$ cat src/hw/rtl/kcl_pkg.sv
package kcl_pkg;

    localparam int KEY_W    = 4;
    localparam int HOLD_W   = 12;
    localparam int CFG_IDX_W = 1;
    localparam int OUT_W    = 56;

    // Register indexes on the configuration port.
    localparam logic [CFG_IDX_W-1:0] CFG_ERROR_HOLD  = 1'b0;
    localparam logic [CFG_IDX_W-1:0] CFG_UPDATE_HOLD = 1'b1;

    localparam logic [HOLD_W-1:0] ERROR_HOLD_RESET  = 12'd3000;
    localparam logic [HOLD_W-1:0] UPDATE_HOLD_RESET = 12'd2000;

    // Key codes.
    localparam logic [KEY_W-1:0] KEY_LAST_DIGIT = 4'd9;
    localparam logic [KEY_W-1:0] KEY_STAR       = 4'd10;
    localparam logic [KEY_W-1:0] KEY_HASH       = 4'd11;

    // Item kinds.
    localparam logic FUNC_KEY  = 1'b0;
    localparam logic FUNC_TICK = 1'b1;

    // Mode codes as shown on the result stream.
    localparam logic [2:0] MODE_LOCKED   = 3'd0;
    localparam logic [2:0] MODE_UNLOCKED = 3'd1;
    localparam logic [2:0] MODE_ERROR    = 3'd2;
    localparam logic [2:0] MODE_SETPIN   = 3'd3;
    localparam logic [2:0] MODE_UPDATED  = 3'd4;

    typedef enum logic [4:0] {
        ST_LOCKED   = 5'b00001,
        ST_UNLOCKED = 5'b00010,
        ST_ERROR    = 5'b00100,
        ST_SETPIN   = 5'b01000,
        ST_UPDATED  = 5'b10000
    } mode_t;

    function automatic logic [2:0] mode_code(input mode_t m);
        logic [2:0] c;
        case (m)
            ST_LOCKED:   c = MODE_LOCKED;
            ST_UNLOCKED: c = MODE_UNLOCKED;
            ST_ERROR:    c = MODE_ERROR;
            ST_SETPIN:   c = MODE_SETPIN;
            ST_UPDATED:  c = MODE_UPDATED;
            default:     c = MODE_LOCKED;
        endcase
        return c;
    endfunction

endpackage

$ cat src/hw/rtl/keypad_code_lock_fsm.sv
// Keypad code lock controller.
//
// Input stream (s_*): one request per key press or per millisecond tick.
//   s_tuser is the kind (0 key press, 1 tick), s_tdata[3:0] the key code
//   (0-9 digits, 10 star, 11 hash); the key is ignored on ticks.
// Result stream (m_*): exactly one result per request, showing the lock state
//   after that request: mode, lock drive, entry progress, a pin write strobe
//   and the stored PIN.
// Configuration port: cfg_we writes cfg_data to register cfg_index
//   (0 error hold ticks, 1 PIN-updated hold ticks); write only while idle.
// A request passes the input register, then the state update and the result
//   register. One request per cycle goes through while m_tready stays high,
//   set by the combinational mode update between the two registers.
// Reset: locked, empty entry, PIN 000000, hold registers 3000 and 2000 ticks.
// Stall: when m_tready is low the result register holds and the input
//   register can still take one request; after that s_tready drops until the
//   result is taken. Nothing is lost or repeated.
module keypad_code_lock_fsm #(
    parameter int PIN_DIGITS = 6
) (
    input  logic                             clk,
    input  logic                             rst_n,
    input  logic                             s_tvalid,
    output logic                             s_tready,
    input  logic [7:0]                       s_tdata,   // [3:0] key, [7:4] zero
    input  logic                             s_tuser,   // [0] func
    output logic                             m_tvalid,
    input  logic                             m_tready,
    // [2:0] mode, [3] lock_open, [6:4] entered_count, [30:7] entered_digits,
    // [31] pin_write, [55:32] current_pin
    output logic [kcl_pkg::OUT_W-1:0]        m_tdata,
    input  logic                             cfg_we,
    input  logic [kcl_pkg::CFG_IDX_W-1:0]    cfg_index,
    input  logic [kcl_pkg::HOLD_W-1:0]       cfg_data
);
    import kcl_pkg::*;

    localparam int ENTRY_W = 4 * PIN_DIGITS;
    localparam int CNT_W   = $clog2(PIN_DIGITS + 1);

    // Input register
    logic              in_valid_reg;
    logic              in_func_reg;
    logic [KEY_W-1:0]  in_key_reg;

    // Lock state
    mode_t              mode_reg, mode_next;
    logic [ENTRY_W-1:0] entry_reg, entry_next;
    logic [CNT_W-1:0]   count_reg, count_next;
    logic [ENTRY_W-1:0] pin_reg, pin_next;
    logic [HOLD_W-1:0]  timer_reg, timer_next;
    logic [HOLD_W-1:0]  err_hold_reg;
    logic [HOLD_W-1:0]  upd_hold_reg;

    // Result register
    logic              out_valid_reg;
    logic [OUT_W-1:0]  out_data_reg, out_data_next;

    logic               advance;
    logic               fire;
    logic               wrote;
    logic [HOLD_W:0]    timer_inc;
    logic [ENTRY_W-1:0] entry_shift;
    logic [CNT_W-1:0]   count_inc;
    logic               open_next;

    // The result register frees up when empty or taken; the input register
    // moves forward whenever the result register can load.
    assign advance  = !out_valid_reg || m_tready;
    assign fire     = in_valid_reg && advance;
    assign s_tready = !in_valid_reg || advance;
    assign m_tvalid = out_valid_reg;
    assign m_tdata  = out_data_reg;

    always_ff @(posedge clk or negedge rst_n)
    begin
        if (!rst_n)
        begin
            in_valid_reg <= 1'b0;
        end
        else if (s_tready)
        begin
            in_valid_reg <= s_tvalid;
        end
    end

    always_ff @(posedge clk)
    begin
        if (s_tvalid && s_tready)
        begin
            in_func_reg <= s_tuser;
            in_key_reg  <= s_tdata[KEY_W-1:0];
        end
    end

    // Configuration registers; writes beyond the list fall through.
    always_ff @(posedge clk or negedge rst_n)
    begin
        if (!rst_n)
        begin
            err_hold_reg <= ERROR_HOLD_RESET;
            upd_hold_reg <= UPDATE_HOLD_RESET;
        end
        else if (cfg_we)
        begin
            if (cfg_index == CFG_ERROR_HOLD)
            begin
                err_hold_reg <= cfg_data;
            end
            if (cfg_index == CFG_UPDATE_HOLD)
            begin
                upd_hold_reg <= cfg_data;
            end
        end
    end

    assign timer_inc   = {1'b0, timer_reg} + (HOLD_W + 1)'(1);
    assign entry_shift = (entry_reg << 4) | ENTRY_W'(in_key_reg);
    assign count_inc   = count_reg + CNT_W'(1);

    // Mode update for the request in the input register.
    always_comb
    begin
        mode_next  = mode_reg;
        entry_next = entry_reg;
        count_next = count_reg;
        pin_next   = pin_reg;
        timer_next = timer_reg;
        wrote      = 1'b0;

        if (in_func_reg == FUNC_TICK)
        begin
            // Count ticks only while a hold is running; a zero limit acts as one.
            case (mode_reg)
                ST_ERROR:
                begin
                    if (timer_inc >= {1'b0, err_hold_reg})
                    begin
                        timer_next = '0;
                        mode_next  = ST_LOCKED;
                    end
                    else
                    begin
                        timer_next = timer_inc[HOLD_W-1:0];
                    end
                end
                ST_UPDATED:
                begin
                    if (timer_inc >= {1'b0, upd_hold_reg})
                    begin
                        timer_next = '0;
                        mode_next  = ST_UNLOCKED;
                    end
                    else
                    begin
                        timer_next = timer_inc[HOLD_W-1:0];
                    end
                end
                default:
                begin
                    timer_next = timer_reg;
                end
            endcase
        end
        else if (mode_reg != ST_ERROR)
        begin
            if (in_key_reg == KEY_HASH)
            begin
                // Outside error mode, hash relocks and drops any partial entry.
                mode_next  = ST_LOCKED;
                entry_next = '0;
                count_next = '0;
            end
            else if (in_key_reg == KEY_STAR)
            begin
                if (mode_reg == ST_UNLOCKED)
                begin
                    mode_next = ST_SETPIN;
                end
            end
            else if (in_key_reg <= KEY_LAST_DIGIT &&
                     (mode_reg == ST_LOCKED || mode_reg == ST_SETPIN))
            begin
                if (count_inc == CNT_W'(PIN_DIGITS))
                begin
                    // Entry complete: check or store, then clear the entry.
                    if (mode_reg == ST_LOCKED)
                    begin
                        if (entry_shift == pin_reg)
                        begin
                            mode_next = ST_UNLOCKED;
                        end
                        else
                        begin
                            mode_next  = ST_ERROR;
                            timer_next = '0;
                        end
                    end
                    else
                    begin
                        pin_next   = entry_shift;
                        wrote      = 1'b1;
                        mode_next  = ST_UPDATED;
                        timer_next = '0;
                    end
                    entry_next = '0;
                    count_next = '0;
                end
                else
                begin
                    entry_next = entry_shift;
                    count_next = count_inc;
                end
            end
        end
    end

    assign open_next = (mode_next == ST_UNLOCKED) || (mode_next == ST_SETPIN) ||
                       (mode_next == ST_UPDATED);

    always_comb
    begin
        out_data_next = {24'(pin_next), wrote, 24'(entry_next), 3'(count_next),
                         open_next, mode_code(mode_next)};
    end

    always_ff @(posedge clk or negedge rst_n)
    begin
        if (!rst_n)
        begin
            mode_reg      <= ST_LOCKED;
            entry_reg     <= '0;
            count_reg     <= '0;
            pin_reg       <= '0;
            timer_reg     <= '0;
            out_valid_reg <= 1'b0;
        end
        else
        begin
            if (fire)
            begin
                mode_reg  <= mode_next;
                entry_reg <= entry_next;
                count_reg <= count_next;
                pin_reg   <= pin_next;
                timer_reg <= timer_next;
            end
            if (advance)
            begin
                out_valid_reg <= in_valid_reg;
            end
        end
    end

    always_ff @(posedge clk)
    begin
        if (fire)
        begin
            out_data_reg <= out_data_next;
        end
    end

endmodule

$ cat config.mk
export PLATFORM = sky130hd
export DESIGN_NAME = keypad_code_lock_fsm
export DESIGN_NICKNAME = d
export VERILOG_FILES = /design/src/hw/rtl/kcl_pkg.sv /design/src/hw/rtl/keypad_code_lock_fsm.sv
export SDC_FILE = /design/constraint.sdc
export NUM_CORES = 1
export LEC_CHECK = 0
export ABC_AREA = 1
export BUFFER_PORTS_ARGS = -buffer_cell sky130_fd_sc_hd__buf_2
export CAP_MARGIN = 20
export CORE_MARGIN = 3
export CORE_UTILIZATION = 41
export CTS_BUF_LIST = sky130_fd_sc_hd__clkbuf_8 sky130_fd_sc_hd__clkbuf_16
export CTS_CLUSTER_DIAMETER = 200
export CTS_CLUSTER_SIZE = 20
export DETAILED_ROUTE_END_ITERATION = 8
export HOLD_SLACK_MARGIN = 0.15
export PLACE_DENSITY_LB_ADDON = 0.3
export SLEW_MARGIN = 0
export SYNTH_ARGS = -nofsm -noshare
export SYNTH_HDL_FRONTEND = slang
export SYNTH_SLANG_ARGS = --single-unit
$ cat constraint.sdc
create_clock -name clk -period 5.6 [get_ports clk]
set_input_delay 0.84 -clock clk [delete_from_list [all_inputs] [get_ports clk]]
set_output_delay 0.84 -clock clk [all_outputs]
set_load 0.01 [all_outputs]
# Word-level counts from Yosys, hierarchy flattened
# Cells that the tools add are included.
[op_classes] addsub=2 n_lt_le_gt_ge=3 n_eq_ne=18 n_mux=44 n_bitwise=5 n_reduce_logical=17
[op_table] cell="two-way mux 24 bit" n=13
[op_table] cell="two-way mux 12 bit" n=10
[op_table] cell="two-way mux 5 bit" n=10
[op_table] cell=">= comparator 13 x 12 -> 1 bit" n=2
[op_table] cell="== test 24 bit" n=1
[op_table] cell="OR 24 x 4 -> 24 bit" n=1
[op_table] cell="one-hot mux 12 bit (2 select lines)" n=1
[op_table] cell="two-way mux 3 bit" n=7
[op_table] cell="adder 12 x 1 -> 13 bit, second input constant" n=1
[op_table] cell="one-hot mux 3 bit (4 select lines)" n=1
[op_table] cell="== test 5 x 2 -> 1 bit, second input constant" n=2
[op_table] cell="== test 5 x 3 -> 1 bit, second input constant" n=2
[op_table] cell="== test 5 x 4 -> 1 bit, second input constant" n=2
[op_table] cell="== test 5 bit, second input constant" n=2
[op_table] cell="one-hot mux 5 bit (2 select lines)" n=1
[op_table] cell="== test 4 bit, second input constant" n=2
[op_table] cell="AND reduction 8 bit" n=1
[op_table] cell="nonzero test 2 bit" n=3
[op_table] cell="OR reduction 6 bit" n=1
[op_table] cell="== test 5 x 1 -> 1 bit, second input constant" n=1
[op_table] cell="logical OR 1 bit" n=5
[op_table] cell="inequality test 5 x 3 -> 1 bit, second input constant" n=1
[op_table] cell="<= comparator 4 bit, second input constant" n=1
[op_table] cell="inequality test 2 bit, second input constant" n=2
[op_table] cell="other kinds (9)" n=16
[totals] register_bits=155 input_bits=27 output_inout_bits=58

# Logic depth before layout (Yosys ltp)
[logic_depth] depth_word=13 mapped_depth=23 ltp_nobuf=23

# Worst setup path after synthesis
# OpenSTA, ideal clock, no wires.
[synth_timing] kind="input port to flip-flop" start="input m_tready" end="register out_data_reg[0] (netlist: m_tdata[0]) (enable)" arrival_time_ns=3.058 slack_ns=2.102 path_stages=6 n_path_buf=2 path_cell_list="inv_1 nand2_1 nand2_1 inv_1 clkbuf_1 clkbuf_1"
[synth_between] elab_chain_len=2
[synth_lines] item="start, declared" line="keypad_code_lock_fsm.sv:28" text="input logic m_tready,"
[synth_lines] item="logical OR 1 bit" line="keypad_code_lock_fsm.sv:69" text="assign advance = !out_valid_reg || m_tready;"
[synth_lines] item="logical AND 1 bit" line="keypad_code_lock_fsm.sv:70" text="assign fire = in_valid_reg && advance;"
[synth_lines] item="via fire" line="keypad_code_lock_fsm.sv:60" text="logic fire;"
[synth_lines] item="end signal, assigned" line="keypad_code_lock_fsm.sv:259" text="out_data_reg <= out_data_next;"
[synth_lines] item="end, declared" line="keypad_code_lock_fsm.sv:57" text="logic [OUT_W-1:0] out_data_reg, out_data_next;"
# The timed path passes the listed nets, and every way through them passes these cells.
# A chain may end at the register's enable or synchronous reset.

# Worst setup path in the final report
[layout_timing] start="register timer_reg[0]" end="register timer_reg[8]"
[layout_between] elab_chain_len=5
[layout_lines] item="start, declared" line="keypad_code_lock_fsm.sv:51" text="logic [HOLD_W-1:0] timer_reg, timer_next;"
[layout_lines] item="start signal, assigned" line="keypad_code_lock_fsm.sv:246" text="timer_reg <= timer_next;"
[layout_lines] item="adder 12 x 1 -> 13 bit *" line="keypad_code_lock_fsm.sv:117" text="assign timer_inc = {1'b0, timer_reg} + (HOLD_W + 1)'(1);"
[layout_lines] item=">= comparator 13 x 12 -> 1 bit (on tied branches)" line="keypad_code_lock_fsm.sv:149, keypad_code_lock_fsm.sv:137"
[layout_lines] item="two-way mux 12 bit (on tied branches)" line="keypad_code_lock_fsm.sv:149, keypad_code_lock_fsm.sv:137"
[layout_lines] item="one-hot mux 12 bit (2 select lines) *" line="keypad_code_lock_fsm.sv:134" text="case (mode_reg)"
[layout_lines] item="two-way mux 12 bit *" line="keypad_code_lock_fsm.sv:131" text="if (in_func_reg == FUNC_TICK)"
# Every way passes the cells marked *; elsewhere a longest branch is shown, timed or not.

==> flow_metrics.py <==
metrics = {
    "layout": {
        "layout-drive-gt1-share": 0.157,
        "diodes": 0,
        "largest_register_ffs": 56,
        "layout-area-overhead-vs-synth_pct": 15.2,
        "nNetsFinal": 1063,
        "final_util": 0.485,
        "num-fill-cells": 1854,
    },
    "synth": {
        "yosysMostFrequentCell": "nand2_1",
        "synth_cells": 939,
        "synthTopCellsByCount": "nand2_1, inv_1, o21ai_0",
        "ys.flop_type": "dfrtp_1",
        "ys_top_cells_by_area": "dfrtp_1, edfxtp_1, nand2_1, o21ai_0, inv_1",
        "synth-edff-count": 61,
        "synth_area_um2": 7950,
        "yosys_warnings": 0,
        "ys_ff_latch": 155,
        "synth-seq-area-share": 0.528,
        "synth_fp_nets": 993,
        "synth_top_area_cell": "dfrtp_1",
        "syn_area_per_cell_um2": 8.47,
        "netlist.area_leader.share": 0.252,
        "ys_types": 34,
        "async_flop_share": 0.606,
    },
    "setup_path": {
        "critPathRequiredTime_ns": 5.94,
        "cp.arrival_ns": 3.77,
        "crit_top_cell": "nand2_1",
        "slowest_stage": "dfrtp_1",
        "path_max_fanout": 7,
        "end_kind": "flop",
        "cp-startpoint": "timer_reg[0]$_DFFE_PN0P_",
        "crit_chain": "ha_1, nand2_1, nor2_1, nand3_1, xor2_1, inv_1, ha_1, nand2_1, inv_1, nand3b_1, nand2_1, nand2_1, nand3_1, nand2_1, nand2_1, a21oi_1, nand2_1, o21ai_0",
        "rr_startpoint": "timer_reg[0]$_DFFE_PN0P_",
        "crit_type": "flop to flop",
        "crit_path_max_incr_delay_ns": 0.45,
        "cp-start-kind": "flop",
    },
    "die": {
        "core_area_um2": 18900,
        "die_height_um": 145,
        "initial_core_util": 0.421,
        "pin_count": 85,
        "dieArea_um2": 21100,
        "rows": 50,
        "chipWidth_um": 145,
    },
    "clock_tree": {
        "clock-sinks": 155,
        "cts_buffers": 17,
        "cts_root_buf": "clkbuf_16",
        "post_cts_resized": 0,
        "holdBufCountCts": 0,
        "post_cts_buffers": 0,
        "clockBufferDepth": 2,
        "cts_tree": "yes",
        "clk_latency_ns": 0.43,
        "cts_max_level": 4,
        "clkTransAtPathRegs_ns": 0.06,
    },
    "timing": {
        "period_share": 0.613,
        "max_slew_margin": 0.404,
        "slew_violations": 0,
        "final-hold-violation-count": 0,
        "max_freq_mhz": 292,
        "rsz0062_at_grt": "false",
        "tightest_slew_ns": 0.889,
        "finalSetupTns_ns": 0,
        "fin_crit_ns": 3.43,
        "whs_ns": 0.398,
        "skew_ns": 0.00950,
        "finalSetupViolations": 0,
    },
    "pwr": {
        "power_uw": 4060,
        "max-vdd-ir-drop_v": 0.000301,
        "power-per-cell-area_nw_per_um2": 443,
        "leakagePower_uw": 0.00432,
    },
    "route": {
        "viasPerCell": 4.86,
        "wl_per_cell_um": 13.3,
        "wl_um": 17100,
        "dr.pass1.iters": 5,
        "route.detailed.drc": 0,
        "drt-initial-drc-count": 440,
        "drtAntennaViolNets": 0,
        "num_vias": 6226,
    },
    "grt": {
        "grt_max_degree": 87,
        "grt_usage": 0.166,
        "grt_antenna_before_repair": 0,
        "grt_pass1_wl_um": 28600,
        "grt_pass1_vias": 5704,
        "grt-ovfl-total": 0,
    },
    "placed_design": {
        "gp_congestion": 0.837,
        "hpwl_um": 11500,
        "port_buffers": 80,
    },
    "outcome": {
        "status": "completed",
    },
    "job": {
        "cap_viol_max_count": 0,
    },
    "hold_path": {
        "hp-class": "input port to async pin",
    },
}
[stage by stage]
| step | setup slack (ns) | cell area (um^2) | std cells |
|---|---|---|---|
| 6_report | 2.17 | 9160 | 1282 |
| 2_1_floorplan | 2.10 | 7950 | 939 |
| 5_1_grt | 1.76 | 9160 | 1282 |
| 3_5_place_dp | 2.19 | 8550 | 1250 |
| 4_1_cts | 2.16 | 9160 | 1282 |
| 3_3_place_gp | 2.28 | 8550 | 1250 |
[metal layers]
layer / share of wire / global-route usage
met1: 0.49 / 0.240
met2: 0.44 / 0.246
met3: 0.053 / 0.0394
met4: 0.017 / 0.0570
met5: 0 / 0
[critical path, delay by kind of cell, from the launching register on]
kind,cells,cell delay (ns)
adder cells (fa/ha/maj),2,0.53
buffers and inverters,2,0.18
AND/OR/NAND/NOR,11,1.31
AO/OA/AOI/OAI,2,0.62
XOR/XNOR,1,0.28
flip-flops,1,0.45
[cell families (layout without fill, tap and decap cells)]
group | after synthesis | in the layout | synth area share
DFF | 155 | 155 | 0.528
buffers and inverters | 177 | 260 | 0.0887
and+or+nand+nor | 361 | 361 | 0.185
adders and majority gates | 27 | 27 | 0.0425
AOI/OAI and AO/OA | 211 | 211 | 0.147
xor gates and xnor gates | 8 | 8 | 0.00881
[cell type report]
type	count	area (um^2)	area share
Clock inverter	15	185	0.0202
Timing Repair Buffer	85	440	0.0481
Tap cell	260	325	0.0355
Clock buffer	17	425	0.0464
Inverter	143	539	0.0588
Sequential cell	155	4200	0.458
Multi-Input combinational cell	607	3050	0.332
[final timing paths]
path                                               end  slack, ns  depth (start not counted)
min in group clk           err_hold_reg[2]$_DFFE_PN0P_       0.48                          2
max in group asynchronous     count_reg[1]$_DFFE_PN0P_       4.08                          2
hold reg to reg            err_hold_reg[2]$_DFFE_PN0P_       0.48                          2
hold / removal             upd_hold_reg[3]$_DFFE_PN0P_       0.40                          1
setup reg to reg              timer_reg[8]$_DFFE_PN0P_       2.17                         18
setup / recovery              timer_reg[8]$_DFFE_PN0P_       2.17                         18
[power breakdown]
group / internal, uW / leakage, uW / switching [uW] / total (uW)
clock network: 710 / 0.000298 / 490 / 1200
registers: 1510 / 0.00182 / 159 / 1670
logic: 397 / 0.00220 / 795 / 1190
[cells in the final DEF (no fill, tap or decap), types with 5 or more instances in the layout]
| cell | count |
|---|---|
| o21ai_0 | 125 |
| buf_2 | 79 |
| xor2_1 | 6 |
| nand3_1 | 33 |
| edfxtp_1 | 61 |
| inv_1 | 139 |
| dfstp_2 | 14 |
| o22ai_1 | 25 |
| a21oi_1 | 37 |
| buf_4 | 6 |
| o21ai_2 | 21 |
| ha_1 | 27 |
| dfrtp_1 | 80 |
| nand2_1 | 269 |
| clkbuf_16 | 17 |
| nor3_1 | 5 |
| nor2_1 | 39 |
Power figures use the tool's default switching activity.
